$ cat src/rtl/core/pss_pkg.sv
package pss_pkg;

  // sequencer phases, numeric codes are visible on the phase output
  typedef enum logic [3:0] {
    PhStop    = 4'd0,
    PhWatch   = 4'd1,
    PhRight0  = 4'd2,
    PhRight1  = 4'd3,
    PhRight2  = 4'd4,
    PhRight3  = 4'd5,
    PhLeft0   = 4'd6,
    PhLeft1   = 4'd7,
    PhLeft2   = 4'd8,
    PhLeft3   = 4'd9,
    PhBalance = 4'd10
  } phase_e;

  typedef enum logic [2:0] {
    CfgCenterAngle  = 3'd0,
    CfgCenterRange  = 3'd1,
    CfgKickDrive    = 3'd2,
    CfgKickTicks    = 3'd3,
    CfgWatchDivider = 3'd4
  } cfg_idx_e;

  localparam int unsigned CfgIdxW  = 3;
  localparam int unsigned CfgDataW = 16;

  localparam logic [11:0] CenterAngleRst  = 12'd2010;
  localparam logic [10:0] CenterRangeRst  = 11'd500;
  localparam logic [6:0]  KickDriveRst    = 7'd35;
  localparam logic [15:0] KickTicksRst    = 16'd100;
  localparam logic [7:0]  WatchDividerRst = 8'd40;

  typedef struct packed {
    logic [11:0]        angle_sample;
    logic signed [15:0] encoder_speed;
    logic               start_toggle;
  } in_word_t;

  typedef struct packed {
    logic signed [7:0]  motor_drive;
    logic               balance_active;
    logic               clear_integrators;
    logic signed [15:0] position_count;
    logic [3:0]         phase;
  } out_word_t;

  typedef struct packed {
    logic [11:0] upright_angle;
    logic [10:0] window_half;
    logic [6:0]  kick_drive;
    logic [15:0] kick_ticks;
    logic [7:0]  watch_divider;
  } pss_cfg_t;

  typedef struct packed {
    phase_e             phase;
    logic [7:0]         watch_cnt;
    logic [15:0]        kick_cnt;
    logic [11:0]        hist0;
    logic [11:0]        hist1;
    logic [11:0]        hist2;
    logic signed [15:0] position;
    logic signed [7:0]  drive;
  } pss_state_t;

endpackage

$ cat src/rtl/core/pss_step.sv
module pss_step import pss_pkg::*; (
  input  pss_state_t state_i,
  input  in_word_t   word_i,
  input  pss_cfg_t   cfg_i,
  output pss_state_t state_o,
  output logic       clear_o
);

  logic signed [13:0] win_lo;
  logic signed [13:0] win_hi;
  logic signed [13:0] a0;
  logic signed [13:0] a1;
  logic signed [13:0] a2;
  phase_e             ph_t;
  phase_e             ph_d;
  logic [7:0]         wc_inc;
  logic               take;
  logic               right_peak;
  logic               left_peak;
  logic               center;
  logic               in_win_now;
  logic [15:0]        kc_dec;
  logic               kc_done;
  logic signed [7:0]  drive_pos;
  logic signed [7:0]  drive_neg;

  function automatic logic in_win(input logic signed [13:0] a,
                                  input logic signed [13:0] lo,
                                  input logic signed [13:0] hi);
    in_win = (a > lo) && (a < hi);
  endfunction

  assign win_lo = $signed({2'b00, cfg_i.upright_angle}) - $signed({3'b000, cfg_i.window_half});
  assign win_hi = $signed({2'b00, cfg_i.upright_angle}) + $signed({3'b000, cfg_i.window_half});

  // start/stop toggle acts before the sequence step
  assign ph_t = word_i.start_toggle ? ((state_i.phase == PhStop) ? PhRight0 : PhStop)
                                    : state_i.phase;

  assign wc_inc = state_i.watch_cnt + 8'd1;
  assign take   = (wc_inc >= cfg_i.watch_divider);

  // history as it stands after the shift
  assign a0 = $signed({2'b00, word_i.angle_sample});
  assign a1 = $signed({2'b00, state_i.hist0});
  assign a2 = $signed({2'b00, state_i.hist1});

  assign right_peak = (a0 > win_hi) && (a1 > win_hi) && (a2 > win_hi) && (a1 < a0) && (a1 < a2);
  assign left_peak  = (a0 < win_lo) && (a1 < win_lo) && (a2 < win_lo) && (a1 > a0) && (a1 > a2);
  assign center     = in_win(a0, win_lo, win_hi) && in_win(a1, win_lo, win_hi);
  assign in_win_now = in_win(a0, win_lo, win_hi);

  assign kc_dec  = state_i.kick_cnt - 16'd1;
  assign kc_done = (kc_dec == 16'd0);

  assign drive_pos = $signed({1'b0, cfg_i.kick_drive});
  assign drive_neg = 8'sd0 - drive_pos;

  // next phase
  always_comb begin
    unique case (ph_t)
      PhWatch: begin
        if (!take) ph_d = PhWatch;
        else if (center) ph_d = PhBalance;
        else if (left_peak) ph_d = PhLeft0;
        else if (right_peak) ph_d = PhRight0;
        else ph_d = PhWatch;
      end
      PhRight0:  ph_d = PhRight1;
      PhRight1:  ph_d = kc_done ? PhRight2 : PhRight1;
      PhRight2:  ph_d = PhRight3;
      PhRight3:  ph_d = kc_done ? PhWatch : PhRight3;
      PhLeft0:   ph_d = PhLeft1;
      PhLeft1:   ph_d = kc_done ? PhLeft2 : PhLeft1;
      PhLeft2:   ph_d = PhLeft3;
      PhLeft3:   ph_d = kc_done ? PhWatch : PhLeft3;
      PhBalance: ph_d = in_win_now ? PhBalance : PhStop;
      default:   ph_d = PhStop;
    endcase
  end

  // counters, history, drive and position
  always_comb begin
    state_o          = state_i;
    state_o.phase    = ph_d;
    state_o.position = state_i.position + word_i.encoder_speed;
    clear_o          = 1'b0;
    unique case (ph_t)
      PhWatch: begin
        state_o.watch_cnt = take ? 8'd0 : wc_inc;
        if (take) begin
          state_o.hist0 = word_i.angle_sample;
          state_o.hist1 = state_i.hist0;
          state_o.hist2 = state_i.hist1;
          if (center) begin
            state_o.position = 16'sd0;
            clear_o          = 1'b1;
          end
        end
      end
      PhRight0, PhLeft2: begin
        state_o.drive    = drive_pos;
        state_o.kick_cnt = cfg_i.kick_ticks;
      end
      PhRight2, PhLeft0: begin
        state_o.drive    = drive_neg;
        state_o.kick_cnt = cfg_i.kick_ticks;
      end
      PhRight1, PhLeft1: begin
        state_o.kick_cnt = kc_dec;
      end
      PhRight3, PhLeft3: begin
        state_o.kick_cnt = kc_dec;
        if (kc_done) state_o.drive = 8'sd0;
      end
      PhBalance: begin
        state_o.drive = state_i.drive;
      end
      default: begin
        state_o.drive = 8'sd0;
      end
    endcase
  end

endmodule

$ cat src/rtl/core/pendulum_swing_up_sequencer_top.sv
// channel | signals                              | word
// --------+--------------------------------------+---------------------------------
// in      | in_valid_i, in_ready_o, in_word_i    | angle, encoder speed, toggle
// out     | out_valid_o, out_ready_i, out_word_o | drive, flags, position, phase
// cfg     | cfg_we_i, cfg_idx_i, cfg_wdata_i     | register write, no handshake
//
// one word per clock while out is not stalled: the whole tick step is one pass of
// logic from the sequencer registers into the result register, valid in the next cycle.
// a new word is taken while the result register is empty or being drained,
// so a stall on out only holds in back when a result is actually waiting.
// reset puts the sequencer in stopped with empty history and registers at
// their default values.
module pendulum_swing_up_sequencer_top import pss_pkg::*; (
  input  logic                clk_i,
  input  logic                rst_ni,
  input  logic                in_valid_i,
  output logic                in_ready_o,
  input  in_word_t            in_word_i,
  output logic                out_valid_o,
  input  logic                out_ready_i,
  output out_word_t           out_word_o,
  input  logic                cfg_we_i,
  input  logic [CfgIdxW-1:0]  cfg_idx_i,
  input  logic [CfgDataW-1:0] cfg_wdata_i
);

  pss_cfg_t   cfg_q;
  pss_state_t state_q;
  pss_state_t state_d;
  logic       clear;
  logic       accept;
  logic       out_valid_q;
  out_word_t  out_q;

  assign in_ready_o  = !out_valid_q || out_ready_i;
  assign accept      = in_valid_i && in_ready_o;
  assign out_valid_o = out_valid_q;
  assign out_word_o  = out_q;

  always_ff @(posedge clk_i or negedge rst_ni) begin
    if (!rst_ni) begin
      cfg_q.upright_angle <= CenterAngleRst;
      cfg_q.window_half   <= CenterRangeRst;
      cfg_q.kick_drive    <= KickDriveRst;
      cfg_q.kick_ticks    <= KickTicksRst;
      cfg_q.watch_divider <= WatchDividerRst;
    end else if (cfg_we_i) begin
      unique case (cfg_idx_i)
        CfgCenterAngle:  cfg_q.upright_angle <= cfg_wdata_i[11:0];
        CfgCenterRange:  cfg_q.window_half   <= cfg_wdata_i[10:0];
        CfgKickDrive:    cfg_q.kick_drive    <= cfg_wdata_i[6:0];
        CfgKickTicks:    cfg_q.kick_ticks    <= cfg_wdata_i[15:0];
        CfgWatchDivider: cfg_q.watch_divider <= cfg_wdata_i[7:0];
        default: ;
      endcase
    end
  end

  pss_step u_step (
    .state_i (state_q),
    .word_i  (in_word_i),
    .cfg_i   (cfg_q),
    .state_o (state_d),
    .clear_o (clear)
  );

  always_ff @(posedge clk_i or negedge rst_ni) begin
    if (!rst_ni) begin
      state_q.phase     <= PhStop;
      state_q.watch_cnt <= '0;
      state_q.kick_cnt  <= '0;
      state_q.hist0     <= '0;
      state_q.hist1     <= '0;
      state_q.hist2     <= '0;
      state_q.position  <= '0;
      state_q.drive     <= '0;
      out_valid_q       <= 1'b0;
    end else begin
      if (accept) state_q <= state_d;
      if (accept) out_valid_q <= 1'b1;
      else if (out_ready_i) out_valid_q <= 1'b0;
    end
  end

  always_ff @(posedge clk_i) begin
    if (accept) begin
      out_q.motor_drive       <= state_d.drive;
      out_q.balance_active    <= (state_d.phase == PhBalance);
      out_q.clear_integrators <= clear;
      out_q.position_count    <= state_d.position;
      out_q.phase             <= state_d.phase;
    end
  end

`ifndef SYNTH
  a_accept_fills: assert property (@(posedge clk_i) disable iff (!rst_ni)
    accept |=> out_valid_q)
    else $error("accepted word did not reach the result register");

  a_clear_enters_balance: assert property (@(posedge clk_i) disable iff (!rst_ni)
    (out_valid_q && out_q.clear_integrators) |->
      (out_q.balance_active && out_q.position_count == 16'sd0))
    else $error("integrator clear without balance entry");

  a_phase_legal: assert property (@(posedge clk_i) disable iff (!rst_ni)
    state_q.phase <= PhBalance)
    else $error("sequencer in unused phase code");

  a_drive_zero_idle: assert property (@(posedge clk_i) disable iff (!rst_ni)
    (state_q.phase == PhStop || state_q.phase == PhWatch) |-> state_q.drive == 8'sd0)
    else $error("drive held outside a kick");
`endif

endmodule
$ cat config.mk
export PLATFORM = sky130hd
export DESIGN_NAME = pendulum_swing_up_sequencer_top
export DESIGN_NICKNAME = d
export VERILOG_FILES = /design/src/rtl/core/pss_pkg.sv /design/src/rtl/core/pss_step.sv /design/src/rtl/core/pendulum_swing_up_sequencer_top.sv
export SDC_FILE = /design/constraint.sdc
export NUM_CORES = 1
export LEC_CHECK = 0
export BUFFER_PORTS_ARGS = -buffer_cell sky130_fd_sc_hd__buf_4
export CELL_PAD_IN_SITES_DETAIL_PLACEMENT = 1
export CELL_PAD_IN_SITES_GLOBAL_PLACEMENT = 1
export CORE_ASPECT_RATIO = 0.9
export CORE_MARGIN = 2
export CORE_UTILIZATION = 48
export DETAILED_ROUTE_END_ITERATION = 16
export PLACE_DENSITY_LB_ADDON = 0.12
export SLEW_MARGIN = 20
export SYNTH_ARGS = -nofsm -noshare
export SYNTH_HDL_FRONTEND = slang
export SYNTH_SLANG_ARGS = --single-unit
$ cat constraint.sdc
create_clock -name clk_i -period 5.4 [get_ports clk_i]
set_clock_uncertainty 0.1 [all_clocks]
set_input_delay 1.08 -clock clk_i [delete_from_list [all_inputs] [get_ports clk_i]]
set_output_delay 1.08 -clock clk_i [all_outputs]
set_load 0.03 [all_outputs]
# Word-level counts from Yosys, hierarchy flattened
# Index checks and enable logic that the tools add are counted.
[totals]
inputBits = 53
register_bits = 161
[classes]
n_lt_le_gt_ge = 15
mux = 22
n_reduce_logical = 34
eq_ne = 15
addsub = 6
[ops]
columns = ["cell", "n"]
rows = [
  ["$mux W16", 3],
  ["$pmux W4 S10", 1],
  ["$gt A12 B13 Y1", 3],
  ["$lt A13 B13 Y1", 3],
  ["$pmux W16 S2", 1],
  ["$pmux W8 S4", 1],
  ["$mux W4", 7],
  ["$gt A13 B13 Y1", 2],
  ["$lt A12 B13 Y1", 2],
  ["$gt A12 B12 Y1", 2],
  ["$lt A12 B12 Y1", 2],
  ["$add A16 B16 Y16", 1],
  ["$eq A4 B3 Y1 const B", 4],
  ["$eq A4 B4 Y1 const B", 4],
  ["$logic_not A16 Y1", 1],
  ["$mux W8", 2],
  ["$reduce_and A2 Y1", 8],
  ["$sub A16 B1 Y16 const B", 1],
  ["$add A12 B11 Y13", 1],
  ["$sub A12 B11 Y13", 1],
  ["$logic_and A1 B1 Y1", 12],
  ["$reduce_or A4 Y1", 3],
  ["$add A8 B1 Y8 const B", 1],
  ["$eq A4 B2 Y1 const B", 2],
  ["other kinds (16)", 24],
]

# Logic depth before layout (Yosys ltp)
[depth]
word_depth = 12
mapped_depth = 22
mapped_depth_nobuf = 21

# Modules after synthesis
# A second synthesis with hierarchy kept.
[hier_totals]
cells_unflattened = 1219
hier_area_um2 = 12622.1
[modules_own_cells]
columns = ["mod", "area_each_um2", "cells_per_inst", "seq_area_each_um2", "n_inst"]
rows = [
  ["pendulum_swing_up_sequencer_top", 6429.9, 339, 4506.8, 1],
  ["pss_step", 6192.2, 880, 0.0, 1],
]

# Worst setup path before layout
# No wires, ideal clock.
[synth_timing]
path_kind = "reg-to-reg"
startpoint = "reg cfg_q[33] (netlist bit)"
endpoint = "reg state_q[87] (netlist bit)"
setup_time_ns = 0.125
arrival_ns = 4.089
setup_slack_ns = 1.086
stages_incl_launch_ff = 22
period_less_slack_ns = 4.314
path_cell_list = "dfstp_2 > inv_1 > ha_1 > buf_6 > nor2b_4 > o31a_1 > o21a_1 > nor2_1 > o21bai_1 > a21oi_1 > xor2_1 > ha_1 > nand2_1 > a21oi_1 > o21ai_0 > o21ai_0 > maj3_1 > o21bai_1 > a21boi_1 > and4_4 > a211o_1 > mux2_2"
[synth_rtl]
columns = ["item", "line_no", "source"]
rows = [
  ["start: declaration", "pendulum_swing_up_sequencer_top.sv:27", "pss_cfg_t cfg_q;"],
  ["end signal: assignment", "pendulum_swing_up_sequencer_top.sv:79", "if (accept) state_q <= state_d;"],
  ["end: declaration", "pendulum_swing_up_sequencer_top.sv:28", "pss_state_t state_q;"],
]

==> reports/results.ini <==
[clock_network]
postCtsSetupBuffers=0
cts_max_path_buffers=2
clock_tree.root_cell=clkbuf_16
path_clk_slew_ns=0.08
cts_tree=yes
cts.sinks=161
cts_resized=0
htree_levels=4
cts_inserted_buffers=17
clock_latency_ns=0.45
hold_buffers=0

[floorplan]
num_rows=53
initial_core_util=0.492
dieArea_um2=25300
num_io_pins=85
core_um2=23500
die_h_um=151
die_w_um=168

[worst_setup_path]
required_ns=5.46
worstSetupPathType=register to register
cp_max_fo=8
crit_path_end_kind=register
startpoint_type=register
cp_data_arrival_time_ns=4.99

[final_layout]
area_delta_synth_final_pct=12.9
multi_input_area_um2=6840
finalCoreUtilization=0.556
drive_gt1_frac=0.182
nNetsFinal=1495
diodes=0
fin_area_um2=13000
fillCellCount=2697
regArea_um2=4210

[pwr]
p_sw_mw=3.16
ir_drop_v=0.000257
p_sw_frac=0.452
power_frac_comb=0.527
pwr-share-clk=0.180
p_int_mw=3.83
p_leak_nw=5.95
pwr-share-seq=0.293
cellPowerDensity_nw_per_um2=536

[timing]
tightest_slew_ns=1.07
finalHoldViolCount=0
finalCriticalPeriod_ns=4.93
slew_headroom=0.289
rsz0062_at_grt=false
holdWs_ns=0.390
tns_ns=0
slew_violations=0
fmax_mhz=203
period_share=0.912
setup_viol=0

[synth]
synth_edf_count=30
synthCells=1236
seq_area_frac_synth=0.364
syn_area_per_cell_um2=9.34
yosys-top-cells-area=dfrtp_1 24%, ha_1 14%, edfxtp_1 7.8%
syn-cell-area_um2=11500
ys_warn_count=0
ys_types=93
async_flop_share=0.814
ys_seq_elements=161
synth_nets=1424
yosysTopAreaCell=dfrtp_1
ys.flop_type=dfrtp_1
yosys.area.top_type_share=0.236

[detailed_routing]
totalWireLength_um=33200
wl_per_cell_um=20.5
vias_per_cell=6.05
drtPass1Iterations=12
final_antenna_net_count=0
drt-initial-drc-count=640
vias=9818
drc=5

[global_route]
grt_overflow=0
grt_pass1_vias=9866
grt_max_degree=100
grt_pass1_wl_um=53600
grt_use_total=0.270
grt_antenna_before_repair=0

[placement]
dp_hpwl_um=24900
gp_congestion=0.909
io_buffers=84
placed_cell_area_um2=12400

[outcome]
status=finished with violations
violations=DRC

[worst_hold_path]
hp-class=register to register

[job]
maxCapViolCount=0

cell families (layout without fill, tap and decap cells):
logic type      Yosys count  after routing  share of synthesized area
mux                      46             46                     0.0446
buf+inv                 124            208                     0.0447
compound gates          355            355                      0.200
simple gates            373            373                      0.165
xor+xnor                 40             40                     0.0315
flops                   161            161                      0.364
fa+ha+maj               137            137                      0.150
cells in the mapped netlist (11+ instances only):
cell type,number
ha_1,132
nand2_1,116
o21ai_0,116
dfrtp_1,109
inv_1,80
nor2_1,75
a21oi_1,74
mux2_2,44
nor3_1,37
clkbuf_1,30
edfxtp_1,30
xnor2_1,25
a21o_1,24
nand3_1,23
dfstp_2,22
nand2b_1,20
nor2b_1,17
nand4_1,14
o31ai_1,14
xor2_1,14
a31oi_1,11
o211ai_1,11
layout make-up:
type | count | share of cell area
Clock buffer | 19 | 0.0356
Multi-Input combinational cell | 951 | 0.524
Timing Repair Buffer | 96 | 0.0555
Inverter | 80 | 0.0230
Sequential cell | 161 | 0.322
Clock inverter | 13 | 0.0102
Tap cell | 302 | 0.0290
power groups by stage:
stage	clock network [mW]	logic, mW	registers [mW]
after floorplan	0	2.62	2.03
after global placement	0	3.47	2.04
after detailed placement	0	3.62	2.06
after CTS	1.28	3.67	2.04
after global routing	1.32	4.12	2.10
final	1.26	3.69	2.05
flip-flops by register name, summed over array words and instances, names as in the netlist:
signal       flops
out_word_o      30
out_valid_o      1
cfg_q           54
state_q         76
placed cells by master, fill, tap and decap left out, drive strengths merged, types with 7 or more instances in the layout:
cell / n
o31ai: 15
nand4: 15
nand3: 23
o21a: 9
xor2: 14
o211ai: 12
a21oi: 78
a211oi: 9
o221ai: 7
and3: 11
o21ai: 127
nand2: 116
o21bai: 10
ha: 132
nor3: 38
nor2: 76
inv: 88
nand2b: 20
mux2: 44
or2: 9
nor4: 8
buf: 96
nor2b: 18
dfstp: 22
dfrtp: 109
edfxtp: 30
a21o: 24
a31oi: 11
or3: 7
clkbuf: 19
xnor2: 25
worst max-delay path, cell delays in order (launching register included):
cell and delay (ns):
dfstp_2 0.54, inv_1 0.05, ha_1 0.42, nor2b_4 0.18, o31a_1 0.31, o21a_1 0.19
nor2_1 0.16, o21bai_1 0.08, a21oi_1 0.18, xor2_1 0.30, ha_1 0.31, nand2_1 0.12
a21oi_1 0.05, o21ai_0 0.07, o21ai_0 0.11, maj3_1 0.38, o21bai_1 0.27, a21boi_1 0.15
and4_4 0.17, a211oi_1 0.38, o21bai_1 0.11
worst paths after layout:
check                       startpoint             to  slack (ns)  cells after the start
max                          cfg_q[33]  out_word_o[1]        0.47                     20
min                        state_q[10]    state_q[10]        0.39                      2
max reg2reg                  cfg_q[33]  out_word_o[1]        0.47                     20
min reg2reg                state_q[10]    state_q[10]        0.39                      2
max in group asynchronous       rst_ni      cfg_q[51]        3.56                      2
min in group asynchronous       rst_ni    state_q[42]        0.61                      1
stage by stage:
stage	std cells	setup slack, ns	total power, mW
final	1622	0.475	6.99
after global routing	1622	0.139	7.53
after CTS	1622	0.535	6.98
after detailed placement	1590	0.579	5.67
after global placement	1590	0.732	5.50
after floorplan	1236	1.09	4.64
per-layer routing:
metal | vias to the layer above | part of all wire | global-route usage
met1 | 4870 | 0.49 | 0.384
li1 | 4652 | - | -
met3 | 42 | 0.046 | 0.0316
met4 | 0 | 0.018 | 0.0730
met2 | 254 | 0.45 | 0.439
met5 | - | 0 | 0
Power figures use the tool's default switching activity.
